File: src/sv/ple_pkg.sv
`timescale 1ns / 1ps
// ----------------------------------------------------------------------------
// Positional list editor package
// Action, status and cell control codes shared by the cell row and the top.
// ----------------------------------------------------------------------------
package ple_pkg;

  localparam int ValueWidth    = 32;
  localparam int PositionWidth = 5;
  localparam int MaxResults    = 16;

  typedef enum logic [1:0] {
    ACT_APPEND = 2'd0,
    ACT_INSERT = 2'd1,
    ACT_DELETE = 2'd2,
    ACT_DUMP   = 2'd3
  } action_t;

  typedef enum logic [1:0] {
    ST_OK        = 2'd0,
    ST_NOT_FOUND = 2'd1,
    ST_FULL      = 2'd2,
    ST_EMPTY     = 2'd3
  } status_t;

  typedef enum logic [2:0] {
    CELL_HOLD      = 3'd0,
    CELL_LOAD      = 3'd1,
    CELL_FROM_LOW  = 3'd2,
    CELL_FROM_HIGH = 3'd3,
    CELL_FROM_HEAD = 3'd4
  } cell_mode_t;

endpackage

File: src/sv/ple_cell.sv
`timescale 1ns / 1ps
// ----------------------------------------------------------------------------
// Positional list editor cell
// Holds one list value and takes a new one from a load value, the neighbor
// below, the neighbor above or the head of the list.
// ----------------------------------------------------------------------------
module ple_cell (
  input  logic                                clk,
  input  ple_pkg::cell_mode_t                 mode,
  input  logic [ple_pkg::ValueWidth-1:0]      load_value,
  input  logic [ple_pkg::ValueWidth-1:0]      low_data,
  input  logic [ple_pkg::ValueWidth-1:0]      high_data,
  input  logic [ple_pkg::ValueWidth-1:0]      head_data,
  output logic [ple_pkg::ValueWidth-1:0]      data
);

  logic [ple_pkg::ValueWidth-1:0] data_next;

  always_comb begin
    unique case (mode)
      ple_pkg::CELL_HOLD:      data_next = data;
      ple_pkg::CELL_LOAD:      data_next = load_value;
      ple_pkg::CELL_FROM_LOW:  data_next = low_data;
      ple_pkg::CELL_FROM_HIGH: data_next = high_data;
      ple_pkg::CELL_FROM_HEAD: data_next = head_data;
      default:                 data_next = data;
    endcase
  end

  always_ff @(posedge clk) begin
    data <= data_next;
  end

endmodule

File: src/sv/positional_list_editor_top.sv
`timescale 1ns / 1ps
// ----------------------------------------------------------------------------
// Positional list editor
// Ordered list of signed values held in a row of cells, edited by position.
// ----------------------------------------------------------------------------
// An append, insert or delete is applied at the accepting edge: the cells load
// the value or shift by one place, and a single status beat with the new length
// follows on the next cycle, so edits can be issued back to back. A dump of a
// list of length N keeps busy high while the row rotates toward the head,
// emitting one beat per value from cell zero (at most 16 beats, last
// set on the final one); a dump of an empty list gives one empty-status beat
// and no busy time. Result beats appear for one cycle with done high and
// cannot be held off.
module positional_list_editor_top #(
  parameter int CAPACITY = 16
) (
  input  logic                clk,
  input  logic                rst,
  input  logic                start,
  output logic                busy,
  input  logic [1:0]          action,
  input  logic [4:0]          position,
  input  logic signed [31:0]  value,
  output logic                done,
  output logic signed [31:0]  item_value,
  output logic [4:0]          item_position,
  output logic [1:0]          status,
  output logic                last
);

  localparam int LW = $clog2(CAPACITY + 1);
  localparam int XW = (LW > ple_pkg::PositionWidth) ? LW : ple_pkg::PositionWidth;
  localparam int CW = XW + 1;

  ple_pkg::cell_mode_t            mode [CAPACITY];
  logic [ple_pkg::ValueWidth-1:0] cell_data [CAPACITY];

  logic [LW-1:0] length;
  logic [LW-1:0] length_next;
  logic [LW-1:0] count;
  logic          dumping;

  logic          accept;
  logic          append_ok;
  logic          insert_ok;
  logic          delete_ok;
  logic [CW-1:0] pos_x;
  logic [CW-1:0] len_x;
  logic [CW-1:0] cnt_x;
  logic [CW-1:0] nout;
  ple_pkg::action_t act;
  ple_pkg::status_t edit_status;

  assign accept = start & ~busy;
  assign busy   = dumping;
  assign act    = ple_pkg::action_t'(action);
  assign pos_x  = CW'(position);
  assign len_x  = CW'(length);
  assign cnt_x  = CW'(count);
  assign nout   = (len_x > CW'(ple_pkg::MaxResults)) ? CW'(ple_pkg::MaxResults) : len_x;

  assign append_ok = accept && (act == ple_pkg::ACT_APPEND) && (len_x < CW'(CAPACITY));
  assign insert_ok = accept && (act == ple_pkg::ACT_INSERT) && (pos_x <= len_x)
                     && (len_x < CW'(CAPACITY));
  assign delete_ok = accept && (act == ple_pkg::ACT_DELETE) && (pos_x != '0)
                     && (pos_x <= len_x);

  always_comb begin
    priority if (act == ple_pkg::ACT_APPEND) begin
      edit_status = (len_x < CW'(CAPACITY)) ? ple_pkg::ST_OK : ple_pkg::ST_FULL;
    end else if (act == ple_pkg::ACT_INSERT) begin
      if (pos_x > len_x) begin
        edit_status = ple_pkg::ST_NOT_FOUND;
      end else if (len_x >= CW'(CAPACITY)) begin
        edit_status = ple_pkg::ST_FULL;
      end else begin
        edit_status = ple_pkg::ST_OK;
      end
    end else begin
      edit_status = delete_ok ? ple_pkg::ST_OK : ple_pkg::ST_NOT_FOUND;
    end
  end

  always_comb begin
    priority if (append_ok || insert_ok) begin
      length_next = length + LW'(1);
    end else if (delete_ok) begin
      length_next = length - LW'(1);
    end else begin
      length_next = length;
    end
  end

  for (genvar i = 0; i < CAPACITY; i++) begin : g_cell
    localparam logic [CW-1:0] Idx = CW'(i);
    logic [ple_pkg::ValueWidth-1:0] low_data;
    logic [ple_pkg::ValueWidth-1:0] high_data;

    if (i == 0) begin : g_low_edge
      assign low_data = '0;
    end else begin : g_low
      assign low_data = cell_data[i-1];
    end
    if (i == CAPACITY - 1) begin : g_high_edge
      assign high_data = '0;
    end else begin : g_high
      assign high_data = cell_data[i+1];
    end

    always_comb begin
      mode[i] = ple_pkg::CELL_HOLD;
      if (dumping) begin
        if (Idx + CW'(1) < len_x) begin
          mode[i] = ple_pkg::CELL_FROM_HIGH;
        end else if (Idx + CW'(1) == len_x) begin
          mode[i] = ple_pkg::CELL_FROM_HEAD;
        end
      end else if (append_ok) begin
        if (Idx == len_x) begin
          mode[i] = ple_pkg::CELL_LOAD;
        end
      end else if (insert_ok) begin
        if (Idx == pos_x) begin
          mode[i] = ple_pkg::CELL_LOAD;
        end else if ((Idx > pos_x) && (Idx <= len_x)) begin
          mode[i] = ple_pkg::CELL_FROM_LOW;
        end
      end else if (delete_ok) begin
        if ((Idx + CW'(1) >= pos_x) && (Idx + CW'(1) < len_x)) begin
          mode[i] = ple_pkg::CELL_FROM_HIGH;
        end
      end
    end

    ple_cell u_cell (
      .clk        (clk),
      .mode       (mode[i]),
      .load_value (value),
      .low_data   (low_data),
      .high_data  (high_data),
      .head_data  (cell_data[0]),
      .data       (cell_data[i])
    );
  end

  always_ff @(posedge clk) begin
    if (rst) begin
      length  <= '0;
      dumping <= 1'b0;
      done    <= 1'b0;
    end else begin
      length <= length_next;
      done   <= 1'b0;
      if (dumping) begin
        done  <= (cnt_x < nout);
        count <= count + LW'(1);
        if (cnt_x + CW'(1) == len_x) begin
          dumping <= 1'b0;
        end
      end else if (accept) begin
        done <= 1'b1;
        if ((act == ple_pkg::ACT_DUMP) && (length != '0)) begin
          dumping <= 1'b1;
          done    <= 1'b0;
          count   <= '0;
        end
      end
    end
  end

  always_ff @(posedge clk) begin
    if (dumping) begin
      logic [CW-1:0] next_pos;
      next_pos      = cnt_x + CW'(1);
      item_value    <= cell_data[0];
      item_position <= next_pos[4:0];
      status        <= ple_pkg::ST_OK;
      last          <= (next_pos == nout);
    end else if (accept) begin
      logic [CW-1:0] new_len;
      new_len    = CW'(length_next);
      item_value <= '0;
      last       <= 1'b1;
      if (act == ple_pkg::ACT_DUMP) begin
        item_position <= '0;
        status        <= ple_pkg::ST_EMPTY;
      end else begin
        item_position <= new_len[4:0];
        status        <= edit_status;
      end
    end
  end

`ifndef SYNTH
  a_busy_nonempty : assert property (@(posedge clk) disable iff (rst)
    busy |-> (length != '0))
    else $error("dump in progress on an empty list");

  a_length_bound : assert property (@(posedge clk) disable iff (rst)
    CW'(length) <= CW'(CAPACITY))
    else $error("list length above capacity");

  a_empty_last : assert property (@(posedge clk) disable iff (rst)
    (done && (status == ple_pkg::ST_EMPTY)) |-> (last && (item_position == '0)))
    else $error("empty-status beat not marked last");

  a_dump_busy : assert property (@(posedge clk) disable iff (rst)
    (start && !busy && (action == ple_pkg::ACT_DUMP) && (length != '0)) |=> busy)
    else $error("dump of a non-empty list did not go busy");

  a_dump_length_stable : assert property (@(posedge clk) disable iff (rst)
    (busy && $past(busy)) |-> $stable(length))
    else $error("list length changed during a dump");
`endif

endmodule

File: config.mk
export PLATFORM = sky130hd
export DESIGN_NAME = positional_list_editor_top
export DESIGN_NICKNAME = d
export VERILOG_FILES = /design/src/sv/ple_pkg.sv /design/src/sv/ple_cell.sv /design/src/sv/positional_list_editor_top.sv
export SDC_FILE = /design/constraint.sdc
export NUM_CORES = 1
export LEC_CHECK = 0
export ABC_AREA = 1
export BUFFER_PORTS_ARGS = -buffer_cell sky130_fd_sc_hd__buf_4
export CORE_MARGIN = 2
export CORE_UTILIZATION = 45
export DETAILED_ROUTE_END_ITERATION = 10
export GPL_ROUTABILITY_DRIVEN = 0
export SLEW_MARGIN = 5
export SYNTH_ARGS = -nofsm -noshare
export SYNTH_HDL_FRONTEND = slang
export SYNTH_SLANG_ARGS = --single-unit
File: constraint.sdc
create_clock -name clk -period 5.6 [get_ports clk]
set_input_delay 1.12 -clock clk [delete_from_list [all_inputs] [get_ports clk]]
set_output_delay 1.12 -clock clk [all_outputs]
set_load 0.005 [all_outputs]
# Word-level counts from Yosys, hierarchy flattened
# Cells that the tools add are included.
[word_totals] inputBits=42 out_inout_bits=42 wordCells=470 reg_bits=564
[classes] n_addsub=4 n_eq_ne=99 mux=203 bitwise=3 n_reduce_logical=67 magnitude_cmp=70
[ops] cell="$pmux 32 s4" count=14
[ops] cell="$mux 3" count=80
[ops] cell="$pmux 32 s3" count=2
[ops] cell="$mux 2" count=70
[ops] cell="$eq 3x2->1 const B" count=32
[ops] cell="$eq 4x5->1 const A" count=16
[ops] cell="$mux 32" count=2
[ops] cell="$reduce_bool 4->1" count=14
[ops] cell="$eq 3x1->1 const B" count=16
[ops] cell="$eq 3x3->1 const B" count=15
[ops] cell="$mux 5" count=9
[ops] cell="$logic_and 1x1->1" count=41
[ops] cell="$eq 3x5->1 const A" count=8
[ops] cell="$ge 4x5->1 const A" count=8
[ops] cell="$gt 4x5->1 const A" count=8
[ops] cell="$le 4x5->1 const A" count=8
[ops] cell="$lt 4x5->1 const A" count=8
[ops] cell="$mux 1" count=26
[ops] cell="$eq 2x5->1 const A" count=4
[ops] cell="$ge 3x5->1 const A" count=4
[ops] cell="$gt 3x5->1 const A" count=4
[ops] cell="$le 3x5->1 const A" count=4
[ops] cell="$lt 3x5->1 const A" count=4
[ops] cell="$eq 6x5->1" count=2
[ops] cell="other kinds (34)" count=47

# Logic depth before layout (Yosys ltp)
[logic_depth] depth_word=12 mapped_depth=16 mapped_depth_nobuf=15

# By module
# From an unflattened synthesis, not the netlist that was laid out.
[unflattened] cells_unflattened=5677 area_unflattened_um2=40925.5
[modules_own_cells] module="ple_cell" area_each_um2=2301.0 cells_each=320 instances=16 seq_area_each_um2=960.9
[modules_own_cells] module="positional_list_editor_top" area_each_um2=4110.2 cells_each=557 instances=1 seq_area_each_um2=1471.4

# Worst setup path after synthesis
# OpenSTA, ideal clock, no wires.
[synth_timing] path_type="input port to flip-flop" start="input port position[4]" end="register g_cell[14].u_cell.data[0] (netlist bit), enable pin" setup_ps=630 n_path_buf=1 arrival_time_ps=3510 required_ps=4970 path_slack_ps=1461 stages=13 cell_sequence="ha_1 -> nand2_1 -> nor2_1 -> nand2_1 -> nand3_1 -> nand2_1 -> nand2_8 -> nor2_2 -> inv_1 -> nand3_2 -> nor2_2 -> buf_2 -> nand4_1"
[synth_between] elab_chain_cells=9 elab_cells_between_ends=23 classes_between="order compare (3); eq/ne (5); mux (7); reduce/logical (8)"
[synth_rtl] element="start: declaration" line_no="positional_list_editor_top.sv:22" source="input logic [4:0] position,"
[synth_rtl] element="$ge 4x5->1, or another cell as far along" line_no="positional_list_editor_top.sv:129" source="if ((Idx + CW'(1) >= pos_x) && (Idx + CW'(1) < len_x)) begin"
[synth_rtl] element="$logic_and 1x1->1, on equally long branches" line_no="positional_list_editor_top.sv:129, positional_list_editor_top.sv:65, positional_list_editor_top.sv:125"
[synth_rtl] element="$mux 2, or another cell as far along" line_no="positional_list_editor_top.sv:129"
[synth_rtl] element="$mux 2, on equally long branches" line_no="positional_list_editor_top.sv:128, positional_list_editor_top.sv:123"
[synth_rtl] element="$mux 3 (*)" line_no="positional_list_editor_top.sv:122" source="end else if (insert_ok) begin"
[synth_rtl] element="$mux 3 (*)" line_no="positional_list_editor_top.sv:118" source="end else if (append_ok) begin"
[synth_rtl] element="$mux 3 (*)" line_no="positional_list_editor_top.sv:112" source="if (dumping) begin"
[synth_rtl] element="$eq 3x1->1, or another cell as far along" line_no="ple_cell.sv:20" source="unique case (mode)"
[synth_rtl] element="$reduce_bool 4->1 (no line) (*)"
[synth_rtl] element="end signal: assignment" line_no="ple_cell.sv:31" source="data <= data_next;"
[synth_rtl] element="end: declaration" line_no="ple_cell.sv:14" source="output logic [ple_pkg::ValueWidth-1:0] data"
# Mark *: on every way between the ends. The rest lies on a longest branch, timed or not.
# A chain may end at the register's enable or synchronous reset.

# Worst setup path after layout
[layout_timing] start="register length[2]" end="register g_cell[12].u_cell.data[11] (netlist bit), data pin"
[layout_between] elab_chain_cells=9 elab_cells_between_ends=27 classes_between="order compare (4); eq/ne (6); mux (11); reduce/logical (6)"
[layout_rtl] element="start: declaration" line_no="positional_list_editor_top.sv:38" source="logic [LW-1:0] length;"
[layout_rtl] element="start signal: assignment" line_no="positional_list_editor_top.sv:152" source="length <= length_next;"
[layout_rtl] element="$lt 4x5->1 or $le 4x5->1 (tied branches)" line_no="positional_list_editor_top.sv:113, positional_list_editor_top.sv:129, positional_list_editor_top.sv:125"
[layout_rtl] element="$logic_and 1x1->1, on equally long branches" line_no="positional_list_editor_top.sv:129, positional_list_editor_top.sv:125"
[layout_rtl] element="$mux 2, on equally long branches" line_no="positional_list_editor_top.sv:129, positional_list_editor_top.sv:125"
[layout_rtl] element="$mux 2, on equally long branches" line_no="positional_list_editor_top.sv:128, positional_list_editor_top.sv:123"
[layout_rtl] element="$mux 3" line_no="positional_list_editor_top.sv:122"
[layout_rtl] element="$mux 3" line_no="positional_list_editor_top.sv:118"
[layout_rtl] element="$mux 3 (*)" line_no="positional_list_editor_top.sv:112"
[layout_rtl] element="$eq 3x3->1, or another cell as far along" line_no="ple_cell.sv:20"
[layout_rtl] element="$pmux 32 s4 (*)" line_no="ple_cell.sv:20"
[layout_rtl] element="named net g_cell[12].u_cell.data_next, one bit" line_no="ple_cell.sv:17" source="logic [ple_pkg::ValueWidth-1:0] data_next;"
[layout_rtl] element="end signal: assignment" line_no="ple_cell.sv:31"
[layout_rtl] element="end: declaration" line_no="ple_cell.sv:14"
# The timed path passes the listed nets; every way through them passes the cells marked *.

==> qor.txt <==
Nature of the critical path endpoint -> flip-flop
DP Area -> 33300 um^2
Post-CTS sizing -> 0
Antenna-violating nets left -> 0
Hold WC Path Type -> flip-flop to flip-flop
Register area share after synthesis -> 51.8%
Outcome -> finished clean
Hpwl dp -> 71300 um
Post-synthesis compound-gate area fraction -> 1.63%
Yosys cell types -> 55
H-tree depth -> 3
Setup crit start -> length[2]$_SDFF_PP0_
Synth Area per Inst -> 8.35 um^2
Post-CTS Setup Repair Bufs -> 0
Reg-to-Reg Start -> length[2]$_SDFF_PP0_
Horiz. Die Dim -> 273 um
Row cnt -> 98
Leakage Power -> 13.0 nW
PwrDens -> 302 nW/um^2
DIE AREA -> 74400 um^2
DR vias/cell -> 5.91
R2R Setup Slk -> 1.14 ns
Area Overhead vs Synth -> 9.14%
Via count -> 28100
Total GRT Usage -> 26.7%
Final setup viols -> 0
Cell count after synthesis -> 3893
Hold Crit Start -> status[0]$_SDFFE_PP0P_
Setup_tns -> 0 ns
Final Max Slew Viols -> 0
Worst reg2reg path endpoint -> g_cell[12].u_cell.data[11]$_DFFE_PP_
Synth warn -> 0
Synthesized-area fraction occupied by and/or/nand/nor cells -> 39.1%
Final wirelength -> 101000 um
Worst R2R Path Depth -> 14
Final instance area -> 35500 um^2
Hold slack -> 0.486 ns
Share of layout cells above drive strength 1 -> 9.02%
Largest net degree at the start of global routing -> 68
Final Hold Viols -> 0
CP Data Arrival Time -> 4.90 ns
CTS root buffer -> clkbuf_16
Worst IR drop on VDD -> 0.203 mV
Fin nets -> 3813
Tmin final -> 4.46 ns
Worst-path clk slew -> 0.06 ns
Initial Util -> 45.5%
First-pass GRT wire length -> 158000 um
Multiplexer area fraction after synthesis -> 0%
Peak Freq -> 224 MHz
Port Buf Inserts -> 83
Initial antenna violation count -> 1
Post-synthesis adder-cell area fraction -> 0.616%
Clk_lat worst skew -> 0.61 ns
Post-route DRC -> 0
Post-synthesis register bit count -> 564
IO Pins -> 84
Worst hold endpoint -> status[0]$_SDFFE_PP0P_
Post-synthesis cell area -> 32500 um^2
Gr ovfl total -> 0
Req. time, crit path -> 6.05 ns
Crit path max fanout -> 32
Kind of critical path -> flip-flop to flip-flop
Iter 0 DRT Violations -> 3286
Main combinational cell family by area after synthesis -> simple AND/OR/NAND/NOR gates
Hold Buf Count CTS -> 0
Wirelength per Cell -> 21.2 um
CTS Buf Count -> 68
Worst rel slew slack -> 22.1%
TritonCTS clock tree -> built
Syn_nets -> 3951
Final worst-path cycle share -> 79.6%
RSZ-0062 raised after global routing -> false
Worst slew pin tran -> 1.17 ns
Hold depth -> 1
Core region area -> 71500 um^2
Leading cell type in the layout, fill and taps excluded -> nand2_1
Commonest non-fill, non-tap cells in the layout -> nand2_1 (1503), nand3_1 (633), edfxtp_1 (555)
Drt first pass iters -> 6
Final Skew -> 0.0261 ns
Max-Cap Viols -> 0
Xor/xnor share of the synthesized area -> 0.350%
Number of global-route vias before repair -> 26000
Die height -> 273 um
CP Launch Type -> flip-flop
Num Clock Sinks -> 564
# fillers -> 6721
CTS max path bufs -> 3
## area by class of cell
| cell class | instances | area (um^2) | area share (%) |
|---|---|---|---|
| Tap cell | 950 | 1190 | 3.35 |
| Clock buffer | 85 | 1850 | 5.22 |
| Sequential cell | 564 | 16800 | 47.5 |
| Clock inverter | 32 | 312 | 0.878 |
| Multi-Input combinational cell | 2854 | 13600 | 38.5 |
| Timing Repair Buffer | 165 | 1250 | 3.53 |
| Inverter | 102 | 385 | 1.09 |
| Antenna cell | 1 | 2.50 | 0.00705 |
## worst max-delay path, stage by stage (launching register included)
cell	delay (ns)
dfxtp_1	0.67
inv_1	0.29
ha_1	0.37
nand2_1	0.05
nor2_1	0.13
nand2_1	0.06
nand3_1	0.09
nand2_1	0.37
nand2_8	0.29
inv_2	0.22
nand2_2	0.13
nand3_2	0.46
nor2_4	0.86
nand2_1	0.12
nand4_1	0.14
## state kept, by name, indices dropped and copies added, names as in the netlist
register	cells
item_value	32
status	2
item_position	5
count	5
length	5
last	1
g_cell.u_cell.data	512
done	1
busy	1
## kinds of logic after synthesis
kind of cell,count (synthesis)
AO/OA/AOI/OAI,79
XOR/XNOR,13
adder cells (fa/ha/maj),16
buffers and inverters,475
flip-flops,564
AND/OR/NAND/NOR,2746
## power breakdown
part / total [mW] / switching (mW) / internal [mW] / leakage (nW)
logic: 1.14 / 0.811 / 0.329 / 6.79
registers: 5.18 / 0.271 / 4.91 / 5.14
clock network: 4.39 / 1.82 / 2.57 / 1.05
total: 10.7 / 2.91 / 7.81 / 13.0
## cells in the mapped netlist, drive strengths merged
cell type	count	area [um^2]
a211oi	2	20.0
a21boi	32	240
a21oi	15	75.1
a22o	1	8.76
a32o	1	10.0
and2	2	12.5
and3	1	6.26
buf	225	1160
clkbuf	148	556
clkinv	3	11.3
dfxtp	9	180
edfxtp	555	16700
ha	16	200
inv	99	374
nand2	1521	5770
nand3	645	3320
nand3b	3	22.5
nand4	470	2950
nor2	74	399
nor3	13	96.4
nor3b	1	7.51
nor4	5	58.8
o211ai	5	42.5
o21a	1	7.51
o21ai	16	83.8
o21bai	1	7.51
o22ai	3	18.8
o311ai	1	8.76
o31ai	1	7.51
or3	11	68.8
xnor2	5	43.8
xor2	8	70.1
## layer usage
| layer | track usage (%) | share of wire [%] | routed length [um] | vias up |
|---|---|---|---|---|
| li1 | - | - | - | 13300 |
| met1 | 41.2 | 46 | 46900 | 13200 |
| met2 | 39.2 | 42 | 42800 | 1412 |
| met3 | 4.80 | 9.7 | 9740 | 98 |
| met4 | 5.02 | 1.4 | 1460 | 0 |
| met5 | 0 | 0 | 0 | - |
## metrics by stage
stage / cells / worst slack (ns) / total power, mW / util, %
5_1_grt: 4753 / 0.835 / 11.1 / 49.6
2_1_floorplan: 3893 / 1.46 / 5.91 / -
6_report: 4753 / 1.14 / 10.7 / 49.6
3_3_place_gp: 4635 / 0.970 / 6.36 / 46.6
3_5_place_dp: 4635 / 0.949 / 6.38 / 46.6
4_1_cts: 4752 / 1.24 / 10.7 / 49.6
## worst max path at each step
stage                                                end  slack [ns]  cells past startpoint
global placement    g_cell[12].u_cell.data[18]$_DFFE_PP_        0.97                     13
floorplan            g_cell[14].u_cell.data[0]$_DFFE_PP_        1.46                     13
CTS                 g_cell[12].u_cell.data[20]$_DFFE_PP_        1.24                     13
detailed placement  g_cell[12].u_cell.data[18]$_DFFE_PP_        0.95                     13
global route         g_cell[12].u_cell.data[2]$_DFFE_PP_        0.83                     14
finish              g_cell[12].u_cell.data[11]$_DFFE_PP_        1.14                     14
Power figures use the tool's default switching activity.
